[src/hw/rtl/mse_pkg.sv]
// shared types and constants for the merge sort engine
// no dependencies
package mse_pkg;

    localparam int DEPTH_DEFAULT = 64;
    localparam int VALUE_W       = 32;

    typedef enum logic [4:0] {
        T_LOAD      = 5'b00001,
        T_SORT      = 5'b00010,
        T_EMIT_RD   = 5'b00100,
        T_EMIT_LD   = 5'b01000,
        T_EMIT_WAIT = 5'b10000
    } t_top_state;

    typedef enum logic [3:0] {
        M_IDLE  = 4'b0001,
        M_RUN   = 4'b0010,
        M_FETCH = 4'b0100,
        M_CMP   = 4'b1000
    } t_merge_state;

    typedef struct packed {
        logic done;
        logic src;
    } t_merge_status;

endpackage

[src/hw/rtl/mse_merge.sv]
// bottom-up merge sequencer with one shared signed comparator
// depends on mse_pkg; drives the ping-pong stores held in the top level
module mse_merge #(
    parameter int DEPTH = mse_pkg::DEPTH_DEFAULT
) (
    input  logic                          i_clk,
    input  logic                          i_rst_n,
    input  logic                          i_start,
    input  logic [$clog2(DEPTH+1)-1:0]    i_count,
    input  logic [mse_pkg::VALUE_W-1:0]   i_rdata_l,
    input  logic [mse_pkg::VALUE_W-1:0]   i_rdata_r,
    output logic [$clog2(DEPTH)-1:0]      o_raddr_l,
    output logic [$clog2(DEPTH)-1:0]      o_raddr_r,
    output logic                          o_we,
    output logic [$clog2(DEPTH)-1:0]      o_waddr,
    output logic [mse_pkg::VALUE_W-1:0]   o_wdata,
    output mse_pkg::t_merge_status        o_status
);

    localparam int AW = $clog2(DEPTH);
    localparam int IW = $clog2(DEPTH + 1);
    localparam int SW = IW + 2;

    mse_pkg::t_merge_state r_state, n_state;
    logic [IW-1:0] r_cnt, n_cnt;
    logic [IW-1:0] r_w, n_w;
    logic [IW-1:0] r_lo, n_lo;
    logic [IW-1:0] r_mid, n_mid;
    logic [IW-1:0] r_hi, n_hi;
    logic [IW-1:0] r_l, n_l;
    logic [IW-1:0] r_r, n_r;
    logic [IW-1:0] r_k, n_k;
    logic          r_src, n_src;
    logic          r_done, n_done;

    logic [SW-1:0] sum_mid;
    logic [SW-1:0] sum_hi;
    logic [SW-1:0] w_dbl;
    logic          l_ok;
    logic          r_ok;
    logic          take_l;

    assign sum_mid = SW'(r_lo) + SW'(r_w);
    assign sum_hi  = SW'(r_lo) + (SW'(r_w) << 1);
    assign w_dbl   = SW'(r_w) << 1;
    assign l_ok    = (r_l < r_mid);
    assign r_ok    = (r_r < r_hi);
    assign take_l  = l_ok && (!r_ok || ($signed(i_rdata_l) < $signed(i_rdata_r)));

    assign o_raddr_l = l_ok ? r_l[AW-1:0] : '0;
    assign o_raddr_r = r_ok ? r_r[AW-1:0] : '0;
    assign o_we      = (r_state == mse_pkg::M_CMP);
    assign o_waddr   = r_k[AW-1:0];
    assign o_wdata   = take_l ? i_rdata_l : i_rdata_r;

    assign o_status.done = r_done;
    assign o_status.src  = r_src;

    always_comb begin
        n_state = r_state;
        n_cnt   = r_cnt;
        n_w     = r_w;
        n_lo    = r_lo;
        n_mid   = r_mid;
        n_hi    = r_hi;
        n_l     = r_l;
        n_r     = r_r;
        n_k     = r_k;
        n_src   = r_src;
        n_done  = 1'b0;
        case (r_state)
            mse_pkg::M_IDLE: begin
                if (i_start) begin
                    n_cnt = i_count;
                    n_w   = IW'(1);
                    n_lo  = '0;
                    n_src = 1'b0;
                    if (i_count <= IW'(1)) begin
                        n_done = 1'b1;
                    end else begin
                        n_state = mse_pkg::M_RUN;
                    end
                end
            end
            mse_pkg::M_RUN: begin
                n_mid   = (sum_mid > SW'(r_cnt)) ? r_cnt : sum_mid[IW-1:0];
                n_hi    = (sum_hi > SW'(r_cnt)) ? r_cnt : sum_hi[IW-1:0];
                n_l     = r_lo;
                n_r     = n_mid;
                n_k     = r_lo;
                n_state = mse_pkg::M_FETCH;
            end
            mse_pkg::M_FETCH: begin
                n_state = mse_pkg::M_CMP;
            end
            mse_pkg::M_CMP: begin
                if (take_l) begin
                    n_l = r_l + IW'(1);
                end else begin
                    n_r = r_r + IW'(1);
                end
                n_k = r_k + IW'(1);
                if (r_k + IW'(1) == r_hi) begin
                    if (r_hi == r_cnt) begin
                        n_src = ~r_src;
                        if (w_dbl >= SW'(r_cnt)) begin
                            n_done  = 1'b1;
                            n_state = mse_pkg::M_IDLE;
                        end else begin
                            n_w     = w_dbl[IW-1:0];
                            n_lo    = '0;
                            n_state = mse_pkg::M_RUN;
                        end
                    end else begin
                        n_lo    = r_hi;
                        n_state = mse_pkg::M_RUN;
                    end
                end else begin
                    n_state = mse_pkg::M_FETCH;
                end
            end
            default: begin
                n_state = mse_pkg::M_IDLE;
            end
        endcase
    end

    always_ff @(posedge i_clk) begin
        if (!i_rst_n) begin
            r_state <= mse_pkg::M_IDLE;
            r_done  <= 1'b0;
            r_src   <= 1'b0;
            r_mid   <= '0;
            r_hi    <= '0;
            r_l     <= '0;
            r_r     <= '0;
        end else begin
            r_state <= n_state;
            r_done  <= n_done;
            r_src   <= n_src;
            r_mid   <= n_mid;
            r_hi    <= n_hi;
            r_l     <= n_l;
            r_r     <= n_r;
        end
    end

    always_ff @(posedge i_clk) begin
        r_cnt <= n_cnt;
        r_w   <= n_w;
        r_lo  <= n_lo;
        r_k   <= n_k;
    end

endmodule

[config.mk]
export PLATFORM = sky130hd
export DESIGN_NAME = mse_merge
export DESIGN_NICKNAME = d
export VERILOG_FILES = /design/src/hw/rtl/mse_pkg.sv /design/src/hw/rtl/mse_merge.sv
export SDC_FILE = /design/constraint.sdc
export NUM_CORES = 1
export LEC_CHECK = 0
export ABC_AREA = 1
export BUFFER_PORTS_ARGS = -buffer_cell sky130_fd_sc_hd__buf_2
export CAP_MARGIN = 40
export CORE_MARGIN = 1
export CORE_UTILIZATION = 46
export DETAILED_ROUTE_END_ITERATION = 10
export PLACE_DENSITY = 0.65
export RECOVER_POWER = 100
export SETUP_SLACK_MARGIN = 0.2
export SYNTH_ARGS = -nofsm -noshare
export SYNTH_HDL_FRONTEND = slang
export SYNTH_SLANG_ARGS = --single-unit
[constraint.sdc]
create_clock -name i_clk -period 3.6 [get_ports i_clk]
set_input_delay 0.18 -clock i_clk [delete_from_list [all_inputs] [get_ports i_clk]]
set_output_delay 0.18 -clock i_clk [all_outputs]
set_load 0.01 [all_outputs]
==> metrics.txt <==
status=finished clean; Cell Rows=40; Util after Layout=0.559; Nets=1,103; Tcrit/Tclk final=0.902; Synth Instances=826; Async SR Flop Fraction=0; largest net degree at the start of global routing=36; adder-cell area share of the yosys netlist=0.175; Yosys reg bits=a little over 60; compound-gate portion of the synthesized area=0.149; syn avg cell area=slightly above 7 sq um; arrival time at the worst endpoint=between 3000 and 4000 ps; drt first pass iters=5; cell repeated most along the worst path=a21oi_1; clock insertion delay at the later pin of the skew report=approximately 330 ps; post-synthesis mux area share=0; normalized max-slew margin=0.328; syn nets=between 900 and 1,000; Worst Tran Pin Value=about 1000 ps; Congestion Overflow GR=0; initial antenna violation count=0; final instance area=between 0.006 and 0.007 sq mm; RSZ-0062 raised after global routing=no; WS Path Type=flip-flop to output pin; Cell Count Post-Placement=1,102; maximum clock path buffer count=2; CP Capture Type=output pin; initial detailed-routing violation count=about 340; Tot Pwr=around 5.1 mW; pwr/cell area=approximately 740 mW/mm^2; cts bufs inserted=9; Final Slew Violations=0; core footprint=0.0122 sq mm; HPWL after DPL=around 12 mm; fin worst setup slack=between 300 and 400 ps; ys flop type=dfxtp_1; CP required=between 3000 and 4000 ps; ant diodes=0; height of the die=~110 um; total number of yosys warnings=0; pre-CTS WS=407 ps; Simple-Gate Fraction of Synth Area=0.265; Post-Route WL=approximately 15 mm; CP bufs+invs=3; setup slack, reg-to-reg=about 450 ps; Netlist cell types=47; chip width=~110 um; via count=around 5,600; Area after DPL=between 0.006 and 0.007 sq mm; Setup violations, final=0; vias in the first global route=roughly 5,300; xor-xnor portion of the synthesized cell area=0.0344; WL/cell=about 14 um; minimum clock period=~3200 ps; maxcap violations=0; share of cells above drive strength 1=0.157; CTS Root Cell=clkbuf_16; Startpoint Class=flip-flop; Clock Skews=~9.5 ps; worst vdd ir=between 0.0006 and 0.0007 V; # hold bufs at CTS=0; main combinational cell family by area after synthesis=simple AND/OR/NAND/NOR gates; CP Cell Sequence=inv_1, ha_1, o211ai_1, nand2_1, a21oi_1, nand3_4, nand2_4, clkbuf_4, nor2_1, a21oi_1, buf_2; Cell Count, Final, Fillers Out=around 1,100; clk slew on worst S/H paths=around 50 ps; DR DRC count=0; Hold Slack=28.7 ps; Clock Sinks=62; f_max=approximately 300 MHz; initial cell density of the core=0.480; synthesized area=roughly 0.0059 sq mm; final-report hold violation count=0; fillers=roughly 1,300; Pleak=about 3.4 nW; multi-input logic area=between 0.003 and 0.004 sq mm; IO Pins=roughly 130; worst-path maximum fanout=30; Top delay family on crit path=buffers and inverters; first-pass GRT wire length=roughly 25 mm; sequential fraction of the synthesis area=0.260; total track usage=0.244; Routability Congestion=roughly 0.93; htree depth=3; Post-synth EDFFs=28; sequential cell area=approximately 0.0015 sq mm; worst hold path class=input pin to flip-flop; delay of the slowest critical-path stage=around 510 ps; ANT nets after route=0; I/O Buffers=about 130; CTS tree=yes; die area=~0.013 sq mm; Vias per Instance=5.01; Slowest cell on crit path=dfxtp_1; area grow syn2layout=16.4%; Setup TNS=0 ps
==> Yosys cell counts (4+ instances only) <==
master | count | area (sq um)
a21oi_2 | 20 | 175
buf_4 | 12 | 90.1
nand2_1 | 149 | 559
o21ai_1 | 10 | 50.1
nor2_1 | 110 | 413
dfxtp_1 | 34 | 681
o211ai_1 | 7 | 52.6
xnor2_1 | 7 | 61.3
inv_2 | 7 | 26.3
inv_1 | 124 | 465
a21oi_1 | 77 | 385
nand3b_1 | 7 | 52.6
buf_6 | 4 | 45.0
clkbuf_1 | 9 | 33.8
nand4_1 | 8 | 50.1
xor2_1 | 16 | 140
nor3_1 | 8 | 40.0
nand3_1 | 52 | 260
o21ai_0 | 24 | 120
ha_1 | 79 | 988
edfxtp_1 | 28 | 841
==> power by group <==
group	internal [mW]	switching (mW)	total, mW
Combinational	1.16	2.05	3.21
Clock	0.548	0.312	0.860
Sequential	0.872	0.118	0.989
==> sequential cells by signal, summed over array words and instances (netlist names) <==
| signal | count |
|---|---|
| r_r | 7 |
| r_src | 1 |
| r_mid | 7 |
| r_w | 7 |
| r_state | 4 |
| r_k | 7 |
| r_done | 1 |
| r_cnt | 7 |
| r_l | 7 |
| r_lo | 7 |
| r_hi | 7 |
==> layout by cell type, fill, tap and decap left out, types with 3 or more instances in the layout <==
cell type  synthesis  final
clkbuf_1           9     46
nand3_2            2      3
buf_2              2     87
a21oi_1           77     77
dfxtp_1           34     34
clkbuf_16          0      9
inv_2              7      6
buf_4             12      6
xnor2_1            7      7
o21ai_1           10      8
nor2_1           110    110
xor2_1            16     16
inv_1            124    125
a21oi_2           20     20
ha_1              79     78
o211ai_1           7      7
nand2_1          149    151
nand4_1            8      8
nor3_1             8      8
o21ai_0           24     26
nand3b_1           7      7
edfxtp_1          28     28
nand3_1           52     52
clkinv_2           0      3
==> area by class of cell <==
class | instances | area share
Sequential cell | 62 | 0.223
Tap cell | 168 | 0.0308
Inverter | 132 | 0.0726
Timing Repair Buffer | 139 | 0.0963
Clock inverter | 5 | 0.00715
Clock buffer | 11 | 0.0356
Multi-Input combinational cell | 604 | 0.534
==> repair_timing <==
action                                  in CTS  in global routing
buffers inserted                             0                  3
endpoints found under the setup margin       0                 12
resized for setup                            0                  4
==> path summary, 6_finish.rpt <==
check,start,endpoint,depth (start not counted)
worst min-delay path,i_count[0],r_cnt[0],1
worst min register to register,r_src,r_src,2
worst max-delay path,r_hi[1],o_wdata[3],11
worst max register to register,r_w[0],r_r[5],20
==> kinds of logic (layout without fill, tap and decap cells) <==
group           Yosys count  count (layout)
flops                    62              62
xor+xnor                 23              23
compound gates          149             149
simple gates            351             351
fa+ha+maj                81              81
buf+inv                 160             287
==> routing by layer <==
metal / global-route usage / up-vias / routed length (um)
met2: 0.404 / 182 / 6960
met5: 0 / - / 0
met1: 0.320 / 2466 / 7100
met4: 0.0745 / 0 / 316
met3: 0.0464 / 27 / 949
li1: - / 2946 / -
Note: power is estimated with default switching activity, not from simulation.
